===== config.mk =====
export PLATFORM = sky130hd
export DESIGN_NAME = modrm_sib_address_generator_flat
export DESIGN_NICKNAME = d
export VERILOG_FILES = /design/src/rtl/msag_pkg.sv /design/src/rtl/msag_if.sv /design/src/rtl/modrm_sib_address_generator.sv /design/src/rtl/msag_regfile.sv /design/src/rtl/msag_ea.sv /design/src/flat_wrapper.sv
export SDC_FILE = /design/constraint.sdc
export NUM_CORES = 2
export LEC_CHECK = 0
export BUFFER_PORTS_ARGS = -buffer_cell sky130_fd_sc_hd__buf_2
export CORE_MARGIN = 8
export CORE_UTILIZATION = 55
export DETAILED_ROUTE_END_ITERATION = 12
export PLACE_DENSITY = 0.76
export SLEW_MARGIN = 5
export SYNTH_ARGS = -nofsm -noshare
export SYNTH_HDL_FRONTEND = slang
export SYNTH_HIERARCHICAL = 1
export SYNTH_SLANG_ARGS = --single-unit

===== constraint.sdc =====
create_clock -name i_clk -period 11.9 [get_ports i_clk]
set_input_delay 2.38 -clock i_clk [delete_from_list [all_inputs] [get_ports i_clk]]
set_output_delay 2.38 -clock i_clk [all_outputs]
set_load 0.01 [all_outputs]

===== src/rtl/msag_pkg.sv =====
`timescale 1ns / 1ps
// Shared types and constants for the ModR/M / SIB address generator.
// No dependencies; every other file imports this package.
package msag_pkg;

    localparam int unsigned GREG_COUNT = 8;
    localparam int unsigned GREG_AW    = $clog2(GREG_COUNT);
    localparam int unsigned GREG_W     = 64;
    localparam int unsigned TAIL_W     = 40;
    localparam int unsigned DISP_W     = 32;

    // ModR/M mod field codes
    localparam logic [1:0] MOD_IND = 2'd0;
    localparam logic [1:0] MOD_D8  = 2'd1;
    localparam logic [1:0] MOD_D32 = 2'd2;
    localparam logic [1:0] MOD_REG = 2'd3;

    // special rm / SIB field codes
    localparam logic [2:0] RM_SIB    = 3'd4;
    localparam logic [2:0] RM_ABS    = 3'd5;
    localparam logic [2:0] IDX_NONE  = 3'd4;
    localparam logic [2:0] BASE_NONE = 3'd5;

    typedef enum logic [1:0] {
        DISP_NONE = 2'd0,
        DISP_8    = 2'd1,
        DISP_32   = 2'd2
    } t_disp_kind;

    typedef struct packed {
        logic                 mode;
        logic [7:0]           modrm;
        logic [TAIL_W-1:0]    tail_bytes;
        logic [GREG_AW-1:0]   write_index;
        logic [GREG_W-1:0]    write_value;
    } t_req;

    typedef struct packed {
        logic [2:0]           reg_field;
        logic [2:0]           rm_field;
        logic                 is_memory;
        logic                 has_sib;
        logic [1:0]           disp_kind;
        logic signed [DISP_W-1:0] displacement;
        logic [2:0]           length;
        logic [GREG_W-1:0]    effective_address;
    } t_rsp;

    // registered register-file read data for one decode request
    typedef struct packed {
        logic [GREG_W-1:0]    base_val;
        logic [GREG_W-1:0]    index_val;
    } t_operands;

endpackage


===== src/rtl/msag_if.sv =====
`timescale 1ns / 1ps
// Valid/ready channel interfaces for request and response traffic.
// Depends on msag_pkg for the payload structs.
interface msag_req_if;
    import msag_pkg::*;
    logic valid;
    logic ready;
    t_req data;
    modport source (output valid, output data, input ready);
    modport sink   (input valid, input data, output ready);
endinterface

interface msag_rsp_if;
    import msag_pkg::*;
    logic valid;
    logic ready;
    t_rsp data;
    modport source (output valid, output data, input ready);
    modport sink   (input valid, input data, output ready);
endinterface


===== src/rtl/modrm_sib_address_generator.sv =====
`timescale 1ns / 1ps
// Channel     Dir  Payload  Notes
// i_req       in   t_req    mode 1 loads a register, mode 0 decodes
// o_rsp       out  t_rsp    one response per decode request, none per write
//
// When a decode request is accepted, the register file read is registered
// with the request; the address sum is then registered into the output
// once the output stage is free. One request is accepted every cycle as
// long as the output is taken. A write lands in the register file at
// acceptance, so the very next decode already sees it. Reset is synchronous
// and clears the registers to zero and both stages to empty. A stalled output
// holds its response and backs up into the decode stage, then into
// i_req.ready.
// Depends on msag_pkg, msag_if, msag_regfile and msag_ea.
module modrm_sib_address_generator (
    input  logic               i_clk,
    input  logic               i_rst_n,
    msag_req_if.sink           i_req,
    msag_rsp_if.source         o_rsp
);
    import msag_pkg::*;

    logic              accept;
    logic              wr_en;
    logic              rd_en;
    logic              s1_ready;
    logic              s2_ready;
    logic [1:0]        in_mod;
    logic [2:0]        in_rm;
    logic              in_sib;
    logic [GREG_AW-1:0] base_sel;
    logic [GREG_AW-1:0] index_sel;

    logic              r_s1_valid;
    logic              n_s1_valid;
    logic [7:0]        r_s1_modrm;
    logic [TAIL_W-1:0] r_s1_tail;
    logic              r_out_valid;
    logic              n_out_valid;
    t_rsp              r_out_data;

    t_operands         operands;
    t_rsp              ea_rsp;

    assign s2_ready    = !r_out_valid || o_rsp.ready;
    assign s1_ready    = !r_s1_valid || s2_ready;
    assign i_req.ready = s1_ready;
    assign accept      = i_req.valid && s1_ready;
    assign wr_en       = accept && i_req.data.mode;
    assign rd_en       = accept && !i_req.data.mode;

    // pick register file read addresses from the raw request bytes
    assign in_mod    = i_req.data.modrm[7:6];
    assign in_rm     = i_req.data.modrm[2:0];
    assign in_sib    = (in_mod != MOD_REG) && (in_rm == RM_SIB);
    assign base_sel  = in_sib ? i_req.data.tail_bytes[2:0] : in_rm;
    assign index_sel = i_req.data.tail_bytes[5:3];

    msag_regfile u_regfile (
        .i_clk       (i_clk),
        .i_rst_n     (i_rst_n),
        .i_wr_en     (wr_en),
        .i_wr_addr   (i_req.data.write_index),
        .i_wr_data   (i_req.data.write_value),
        .i_rd_en     (rd_en),
        .i_base_sel  (base_sel),
        .i_index_sel (index_sel),
        .o_operands  (operands)
    );

    msag_ea u_ea (
        .i_modrm    (r_s1_modrm),
        .i_tail     (r_s1_tail),
        .i_operands (operands),
        .o_rsp      (ea_rsp)
    );

    always_comb begin
        n_s1_valid  = s1_ready ? rd_en : r_s1_valid;
        n_out_valid = s2_ready ? r_s1_valid : r_out_valid;
    end

    always_ff @(posedge i_clk) begin
        if (!i_rst_n) begin
            r_s1_valid  <= 1'b0;
            r_out_valid <= 1'b0;
        end else begin
            r_s1_valid  <= n_s1_valid;
            r_out_valid <= n_out_valid;
        end
    end

    always_ff @(posedge i_clk) begin
        if (rd_en) begin
            r_s1_modrm <= i_req.data.modrm;
            r_s1_tail  <= i_req.data.tail_bytes;
        end
        if (s2_ready && r_s1_valid) begin
            r_out_data <= ea_rsp;
        end
    end

    assign o_rsp.valid = r_out_valid;
    assign o_rsp.data  = r_out_data;

endmodule


===== src/rtl/msag_regfile.sv =====
`timescale 1ns / 1ps
// Eight 64-bit general registers: one write port, two registered read ports.
// Depends on msag_pkg.
module msag_regfile (
    input  logic                         i_clk,
    input  logic                         i_rst_n,
    input  logic                         i_wr_en,
    input  logic [msag_pkg::GREG_AW-1:0] i_wr_addr,
    input  logic [msag_pkg::GREG_W-1:0]  i_wr_data,
    input  logic                         i_rd_en,
    input  logic [msag_pkg::GREG_AW-1:0] i_base_sel,
    input  logic [msag_pkg::GREG_AW-1:0] i_index_sel,
    output msag_pkg::t_operands          o_operands
);
    import msag_pkg::*;

    logic [GREG_W-1:0] r_greg [GREG_COUNT];
    t_operands         r_rd;

    always_ff @(posedge i_clk) begin
        if (!i_rst_n) begin
            r_greg <= '{default: '0};
        end else if (i_wr_en) begin
            r_greg[i_wr_addr] <= i_wr_data;
        end
    end

    // read data is held while the decode request waits downstream
    always_ff @(posedge i_clk) begin
        if (i_rd_en) begin
            r_rd.base_val  <= r_greg[i_base_sel];
            r_rd.index_val <= r_greg[i_index_sel];
        end
    end

    assign o_operands = r_rd;

endmodule


===== src/rtl/msag_ea.sv =====
`timescale 1ns / 1ps
// Field split, displacement extraction, length and effective address sum.
// Pure combinational; depends on msag_pkg.
module msag_ea (
    input  logic [7:0]                  i_modrm,
    input  logic [msag_pkg::TAIL_W-1:0] i_tail,
    input  msag_pkg::t_operands         i_operands,
    output msag_pkg::t_rsp              o_rsp
);
    import msag_pkg::*;

    logic [1:0]        mod_f;
    logic [2:0]        reg_f;
    logic [2:0]        rm_f;
    logic              is_mem;
    logic              sib;
    logic [1:0]        scale;
    logic [2:0]        sib_idx;
    logic [2:0]        sib_base;
    logic              no_base;
    t_disp_kind        kind;
    logic [7:0]        d8;
    logic [DISP_W-1:0] d32;
    logic [DISP_W-1:0] disp;
    logic [2:0]        disp_len;
    logic [GREG_W-1:0] base_term;
    logic [GREG_W-1:0] index_term;
    logic [GREG_W-1:0] disp_term;

    always_comb begin
        mod_f    = i_modrm[7:6];
        reg_f    = i_modrm[5:3];
        rm_f     = i_modrm[2:0];
        is_mem   = (mod_f != MOD_REG);
        sib      = is_mem && (rm_f == RM_SIB);
        scale    = i_tail[7:6];
        sib_idx  = i_tail[5:3];
        sib_base = i_tail[2:0];

        no_base = (mod_f == MOD_IND) &&
                  ((sib && sib_base == BASE_NONE) || (!sib && rm_f == RM_ABS));

        case (mod_f)
            MOD_D8:  kind = DISP_8;
            MOD_D32: kind = DISP_32;
            MOD_IND: kind = no_base ? DISP_32 : DISP_NONE;
            default: kind = DISP_NONE;
        endcase

        // displacement starts after the SIB byte when one is present
        d8  = sib ? i_tail[15:8] : i_tail[7:0];
        d32 = sib ? i_tail[39:8] : i_tail[31:0];

        case (kind)
            DISP_8: begin
                disp     = {{(DISP_W-8){d8[7]}}, d8};
                disp_len = 3'd1;
            end
            DISP_32: begin
                disp     = d32;
                disp_len = 3'd4;
            end
            default: begin
                disp     = '0;
                disp_len = 3'd0;
            end
        endcase

        base_term  = (!is_mem || no_base) ? '0 : i_operands.base_val;
        index_term = (sib && sib_idx != IDX_NONE) ? (i_operands.index_val << scale) : '0;
        disp_term  = {{(GREG_W-DISP_W){disp[DISP_W-1]}}, disp};

        o_rsp.reg_field         = reg_f;
        o_rsp.rm_field          = rm_f;
        o_rsp.is_memory         = is_mem;
        o_rsp.has_sib           = sib;
        o_rsp.disp_kind         = kind;
        o_rsp.displacement      = disp;
        o_rsp.length            = 3'd1 + {2'b00, sib} + disp_len;
        o_rsp.effective_address = is_mem ? (base_term + index_term + disp_term) : '0;
    end

endmodule


===== src/flat_wrapper.sv =====
// flat-port wrapper written by rule: the top's interface ports become plain ports
module modrm_sib_address_generator_flat import msag_pkg::*;
  (i_clk, i_rst_n, i_req_valid, i_req_data, i_req_ready, o_rsp_valid, o_rsp_data, o_rsp_ready);
  msag_req_if i_req_i ();
  msag_rsp_if o_rsp_i ();
  input  logic i_clk;
  input  logic i_rst_n;
  input wire logic [$bits(i_req_i.valid)-1:0] i_req_valid;
  input wire logic [$bits(i_req_i.data)-1:0] i_req_data;
  output wire logic [$bits(i_req_i.ready)-1:0] i_req_ready;
  output wire logic [$bits(o_rsp_i.valid)-1:0] o_rsp_valid;
  output wire logic [$bits(o_rsp_i.data)-1:0] o_rsp_data;
  input wire logic [$bits(o_rsp_i.ready)-1:0] o_rsp_ready;
  assign i_req_i.valid = i_req_valid;
  assign i_req_i.data = i_req_data;
  assign i_req_ready = i_req_i.ready;
  assign o_rsp_valid = o_rsp_i.valid;
  assign o_rsp_data = o_rsp_i.data;
  assign o_rsp_i.ready = o_rsp_ready;
  modrm_sib_address_generator u_core (.i_clk(i_clk), .i_rst_n(i_rst_n), .i_req(i_req_i), .o_rsp(o_rsp_i));
endmodule

**Yosys cells after proc, flatten, opt, wreduce, memory -nomap -nowiden**

Index checks and enable logic that the tools add are counted.
Widths: inputs -> output; s select.

- Bits in registers: 799
- Input bits: 120
- Output and inout bits: 111
- Logic and storage cells: 84

- Add/sub/neg operators: 4
- $lt $le $gt $ge: 4
- Equal/unequal tests: 11
- Shift operators: 1
- Multiplexer cells: 18
- Bitwise gates (word level): 3
- Reductions and logical operators: 21

Operator list:

| cell | number |
|---|---|
| $bwmux 512 | 1 |
| $mux 64 | 7 |
| $bmux 64 s3 | 2 |
| $demux 64 s3 | 1 |
| $add 64x64->64 | 2 |
| $pmux 32 s2 | 1 |
| $shl 64x2->64 | 1 |
| $mux 32 | 1 |
| $eq 3x3->1 const B | 4 |
| $ge 4x4->1 const B | 3 |
| $not 3->4 | 3 |
| $logic_and 1x1->1 | 11 |
| $mux 8 | 1 |
| $pmux 2 s3 | 1 |
| $pmux 3 s2 | 1 |
| $logic_not 1->1 | 5 |
| $eq 2x1->1 const B | 2 |
| $eq 2x2->1 const B | 2 |
| $logic_or 1x1->1 | 4 |
| $lt 4x1->1 const B | 1 |
| $ne 2x2->1 const B | 2 |
| $add 2x3->3 | 1 |
| $mux 3 | 1 |
| $ne 3x3->1 const B | 1 |
| other kinds (3) | 3 |

**Logic depth before layout (Yosys ltp)**

- Depth in word-level cells: 11
- Depth in mapped cells: 24
- Gate-level depth less buffers: 23

**Cells and area by module**

Netlist, hierarchy kept.

By module, submodules not included:

| module | times used | cells an instance | area an instance (µm²) | sequential area each (µm²) |
|---|---|---|---|---|
| msag_regfile | 1 | 2882 | 31278.7 | 14093.5 |
| msag_ea | 1 | 1225 | 8311.7 | 0.0 |
| modrm_sib_address_generator | 1 | 174 | 4872.2 | 4754.6 |

**Worst setup path before layout**

OpenSTA, ideal clock, no wires.

- Path type: input -> register
- Start point: in i_req_data[115]
- End point: reg u_core.r_s1_modrm[0], enable pin
- Setup time: 0.772 ns
- Data arrival time: 11.015 ns
- Data required time: 11.128 ns
- Setup slack: 0.113 ns
- Stages: 2
- Buffers on the path: 0
- Cells stage by stage: nand2b_1 > a21oi_1

- Word-level cells in the longest chain between the ends: 2

Ends and longest elaborated chain:

| what | line | text |
|---|---|---|
| start, declared | flat_wrapper.sv:9 | `input wire logic [$bits(i_req_i.data)-1:0] i_req_data;` |
| $logic_not 1->1 | modrm_sib_address_generator.sv:50 | `assign rd_en = accept && !i_req.data.mode;` |
| $logic_and 1x1->1 | modrm_sib_address_generator.sv:50 |  |
| named net u_core.rd_en | modrm_sib_address_generator.sv:25 | `logic rd_en;` |
| end signal, assigned | modrm_sib_address_generator.sv:95 | `r_s1_modrm <= i_req.data.modrm;` |
| end, declared | modrm_sib_address_generator.sv:36 | `logic [7:0] r_s1_modrm;` |

The timed path passes the listed nets, and every way through them passes these cells.
A chain may end at the register's enable or synchronous reset.

**Worst setup path after layout**

- Start point: reg u_core.r_s1_modrm[7]
- End point: reg u_core.r_out_data (netlist bit u_core/o_rsp.data[59]) (data pin)

- Word-level cells in the longest chain between the ends: 11
- Elaborated cells between the ends (all ways): 24
- Classes of those cells: add/sub: 2; eq/ne: 5; mux: 7; reduce/logical: 10

Ends and longest elaborated chain:

| what | line | text |
|---|---|---|
| parallel branches: the longest is 11 deep, another holds $add 64x64->64 | - |  |
| end signal, assigned | modrm_sib_address_generator.sv:99 | `r_out_data <= ea_rsp;` |
| end, declared | modrm_sib_address_generator.sv:40 | `t_rsp r_out_data;` |

Parallel ways; which one is timed is not known.

==> insert_results.sql <==
INSERT INTO impl_metrics (metric_group, metric, value, unit) VALUES
('status', 'outcome', 'complete, no violations', ''),
('worst_setup_path', 'maximum_fanout_along_the_worst_path', '35', ''),
('sta', 'finalHoldViolCount', '0', ''),
('sta', 'worst-slew-pin-transition', '1.24', 'ns'),
('worst_setup_path', 'critical_path_cell_count', '18', ''),
('sta', 'clock.fmax', '0.147', 'GHz'),
('drt', 'drcViolationCount', '0', ''),
('worst_setup_path', 'cp_top_family', 'compound AO/OA/AOI/OAI gates', ''),
('worst_setup_path', 'crit_start', 'u_core/r_s1_modrm[7]', ''),
('worst_setup_path', 'type_of_destination_of_the_critical_path', 'flop', ''),
('clock_network', 'buffer_depth_of_the_longest_clock_path', '3', ''),
('synth', 'synth-edff-count', '285', ''),
('sta', 'final-max-slew-violation-count', '0', ''),
('pwr', 'fin_total_pwr', '6.25', 'mW'),
('sta', 'sum_neg_setup_slack', '0', 'ns'),
('drt', 'avgViaCountPerCell', '6.13', ''),
('worst_hold_path', 'timing.hold.worst.start', 'u_core/r_s1_modrm[3]', ''),
('final_layout', 'layout-drive-gt1-share', '17.3', '%'),
('die', 'rows', '104', ''),
('synth', 'postSynthRegisterBits', '799', ''),
('worst_setup_path', 'critical_path.reg2reg.startpoint', 'u_core/r_s1_modrm[7]', ''),
('worst_setup_path', 'crit_required', '12.25', 'ns'),
('pwr', 'cell_internal_pwr', '4.65', 'mW'),
('place', 'detailed_place_hpwl', '74800', 'µm'),
('die', 'dieHeight', '300', 'µm'),
('clock_network', 'clk_latency', '0.64', 'ns'),
('clock_network', 'cts_sinks', '799', ''),
('drt', 'post_drt_wl_per_cell', '23.4', 'µm'),
('sta', 'fin_skew', '0.0238', 'ns'),
('clock_network', 'cts_resized', '0', ''),
('global_route', 'first_global_vias', '32600', ''),
('final_layout', 'layout-area-overhead-vs-synth', '7.91', '%'),
('drt', 'drt-total-wl', '126000', 'µm'),
('synth', 'post_synth.cell_area_avg', '10.4', 'µm²'),
('global_route', 'grtUsageTotal', '27.0', '%'),
('clock_network', 'cts_tree', 'yes', ''),
('drt', 'vias', '33100', ''),
('clock_network', 'cts_setup_buffers', '0', ''),
('pwr', 'power_density', '130', 'nW/µm²'),
('place', 'routabilityCongestion', '0.947', ''),
('sta', 'grt_setup_unrepaired', 'no', ''),
('worst_setup_path', 'cp_capture_point', 'u_core/o_rsp.data[59]', ''),
('worst_setup_path', 'crit_slowest_cell', 'sky130_fd_sc_hd__o21a_2', ''),
('clock_network', 'cts_hold_buf', '0', ''),
('sta', 'period_minus_slack', '6.79', 'ns'),
('worst_setup_path', 'r2r_end', 'u_core/o_rsp.data[59]', ''),
('pwr', 'netSwitchingPower', '1.60', 'mW'),
('synth', 'synth_fp_nets', '4528', ''),
('worst_setup_path', 'timing.reg2reg.setup_slack', '5.11', 'ns'),
('global_route', 'first_pass_grt_wire_length', '191000', 'µm'),
('die', 'floorplan.initialDensity', '55.4', '%'),
('synth', 'synthCells', '4281', ''),
('drt', 'post_route_ant_nets', '0', ''),
('worst_setup_path', 'cp-start-kind', 'flop', ''),
('drt', 'drt_first_iter_violations', '3505', ''),
('global_route', 'grt_max_degree', '163', ''),
('die', 'floorplan.die_area', '90200', 'µm²'),
('sta', 'finalSetupViolations', '0', ''),
('global_route', 'globalRoute.totalOverflow', '0', ''),
('pwr', 'power.static_leakage', '18.3', 'nW'),
('clock_network', 'ctsHtreeMaxLevel', '3', ''),
('worst_setup_path', 'crit_path_max_incr_delay', '0.88', 'ns'),
('worst_setup_path', 'worstPathBufferInverterCount', '2', ''),
('place', 'port_buffers', '230', ''),
('worst_setup_path', 'cp_cell_sequence', 'and2_2 > or3_2 > buf_4 > mux2i_1 > nand2b_1 > o21a_2 > fa_1 > inv_1 > ha_1 > and3_1 > a2111o_1 > a21oi_1 > o21ai_0 > o2111a_1 > a2111oi_2 > o31ai_1 > xnor2_1 > nor2_1', ''),
('die', 'core_area', '80300', 'µm²'),
('synth', 'share_of_flip_flops_with_an_asynchronous_set_or_reset', '0', '%'),
('drt', 'detailedRoute.firstPassIterationCount', '6', ''),
('die', 'count_of_pins_on_the_block_boundary', '231', ''),
('synth', 'top_reg_cell_synth', 'sky130_fd_sc_hd__dfxtp_1', ''),
('clock_network', 'cts-root-buf', 'sky130_fd_sc_hd__clkbuf_16', '');
-- cell usage after synthesis (all sizes together), types with 4 or more instances --
master | count | area [µm²]
nor4 | 5 | 31.3
nand2b | 10 | 62.6
mux2i | 72 | 721
o21ai | 66 | 330
nand3 | 50 | 255
a21oi | 84 | 428
and2 | 7 | 43.8
ha | 63 | 788
nor2b | 11 | 78.8
clkbuf | 147 | 553
and4 | 5 | 43.8
inv | 175 | 657
dfxtp | 514 | 10300
and3 | 11 | 68.8
o21a | 10 | 75.1
a21boi | 518 | 3890
fa | 64 | 1280
nor3 | 11 | 55.1
a31o | 4 | 35.0
xnor2 | 37 | 324
a31oi | 5 | 31.3
mux4 | 276 | 6540
a21o | 36 | 270
edfxtp | 285 | 8560
nor2 | 95 | 357
buf | 232 | 1570
mux2 | 132 | 1490
nand4b | 6 | 52.6
o211ai | 10 | 80.1
o31ai | 4 | 30.0
nand4 | 12 | 75.1
o21bai | 13 | 97.6
nand2 | 1236 | 4640
or3 | 7 | 43.8
xor2 | 21 | 184
-- final cells by class --
class	instances	area, µm²
Clock inverter	32	305
Fill cell	6431	32300
Antenna cell	19	47.5
Multi-Input combinational cell	2926	23000
Tap cell	1060	1330
Clock buffer	120	2360
Sequential cell	799	18800
Timing Repair Buffer	266	1480
Inverter	177	664
-- registers in the layout, indices dropped and copies added (netlist names) --
register                     count
u_core/r_s1_tail                40
u_core/u_regfile/o_operands    128
u_core/o_rsp.data              109
u_core/o_rsp.valid               1
u_core/r_s1_valid                1
u_core/r_s1_modrm                8
u_core/u_regfile/r_greg        512
-- routing by layer --
| layer | vias up | wire (µm) | GRT usage [%] |
|---|---|---|---|
| met4 | 12 | 3370 | 9.32 |
| met1 | 16300 | 50800 | 36.3 |
| met3 | 256 | 14700 | 7.52 |
| met2 | 1684 | 57400 | 42.0 |
| li1 | 14900 | - | - |
| met5 | - | 77 | 0 |
-- worst min path at each step --
stage                              endpoint  cells after the start
2_1_floorplan  u_core/u_regfile/r_greg[206]                      2
3_3_place_gp         u_core/o_rsp.data[106]                      0
3_5_place_dp         u_core/o_rsp.data[106]                      0
4_1_cts              u_core/o_rsp.data[106]                      0
5_1_grt              u_core/o_rsp.data[106]                      0
6_report             u_core/o_rsp.data[106]                      0
-- layout by cell type, fill, tap and decap left out, types with 35 or more instances in the layout --
| cell | n |
|---|---|
| sky130_fd_sc_hd__fa_1 | 64 |
| sky130_fd_sc_hd__nor2_1 | 95 |
| sky130_fd_sc_hd__nand3_1 | 49 |
| sky130_fd_sc_hd__a21boi_0 | 460 |
| sky130_fd_sc_hd__mux4_2 | 190 |
| sky130_fd_sc_hd__mux2i_1 | 72 |
| sky130_fd_sc_hd__nand2_1 | 1236 |
| sky130_fd_sc_hd__edfxtp_1 | 285 |
| sky130_fd_sc_hd__mux4_1 | 86 |
| sky130_fd_sc_hd__o21ai_0 | 63 |
| sky130_fd_sc_hd__a21boi_1 | 57 |
| sky130_fd_sc_hd__buf_4 | 35 |
| sky130_fd_sc_hd__clkbuf_16 | 86 |
| sky130_fd_sc_hd__buf_2 | 226 |
| sky130_fd_sc_hd__ha_1 | 63 |
| sky130_fd_sc_hd__mux2_2 | 132 |
| sky130_fd_sc_hd__xnor2_1 | 37 |
| sky130_fd_sc_hd__dfxtp_1 | 514 |
| sky130_fd_sc_hd__a21o_1 | 36 |
| sky130_fd_sc_hd__a21oi_1 | 80 |
| sky130_fd_sc_hd__inv_1 | 175 |
-- kinds of logic after synthesis --
group | synth area share, %
AOI/OAI and AO/OA | 12.4
buffers and inverters | 6.27
and+or+nand+nor | 13.5
xor gates and xnor gates | 1.14
muxes | 19.7
DFF | 42.4
adders and majority gates | 4.65
-- power by group through the flow --
stage	clock, mW	combinational [mW]	sequential (mW)
after detailed placement	0	0.720	3.01
after global routing	2.71	0.793	2.95
after global placement	0	0.712	3.00
final	2.58	0.729	2.95
after CTS	2.60	0.723	2.95
after floorplan	0	0.540	3.00
-- stage by stage --
stage	cells	area, µm²	util (%)	setup slack, ns	hold slack (ns)
after global routing	5389	48000	59.7	4.77	0.433
after floorplan	4281	44500	-	0.113	0.439
after global placement	5228	45300	56.4	5.33	0.401
after CTS	5380	47900	59.7	5.22	0.422
final	5399	48000	59.8	5.11	0.420
after detailed placement	5228	45300	56.4	5.21	0.406
Power figures use the tool's default switching activity.
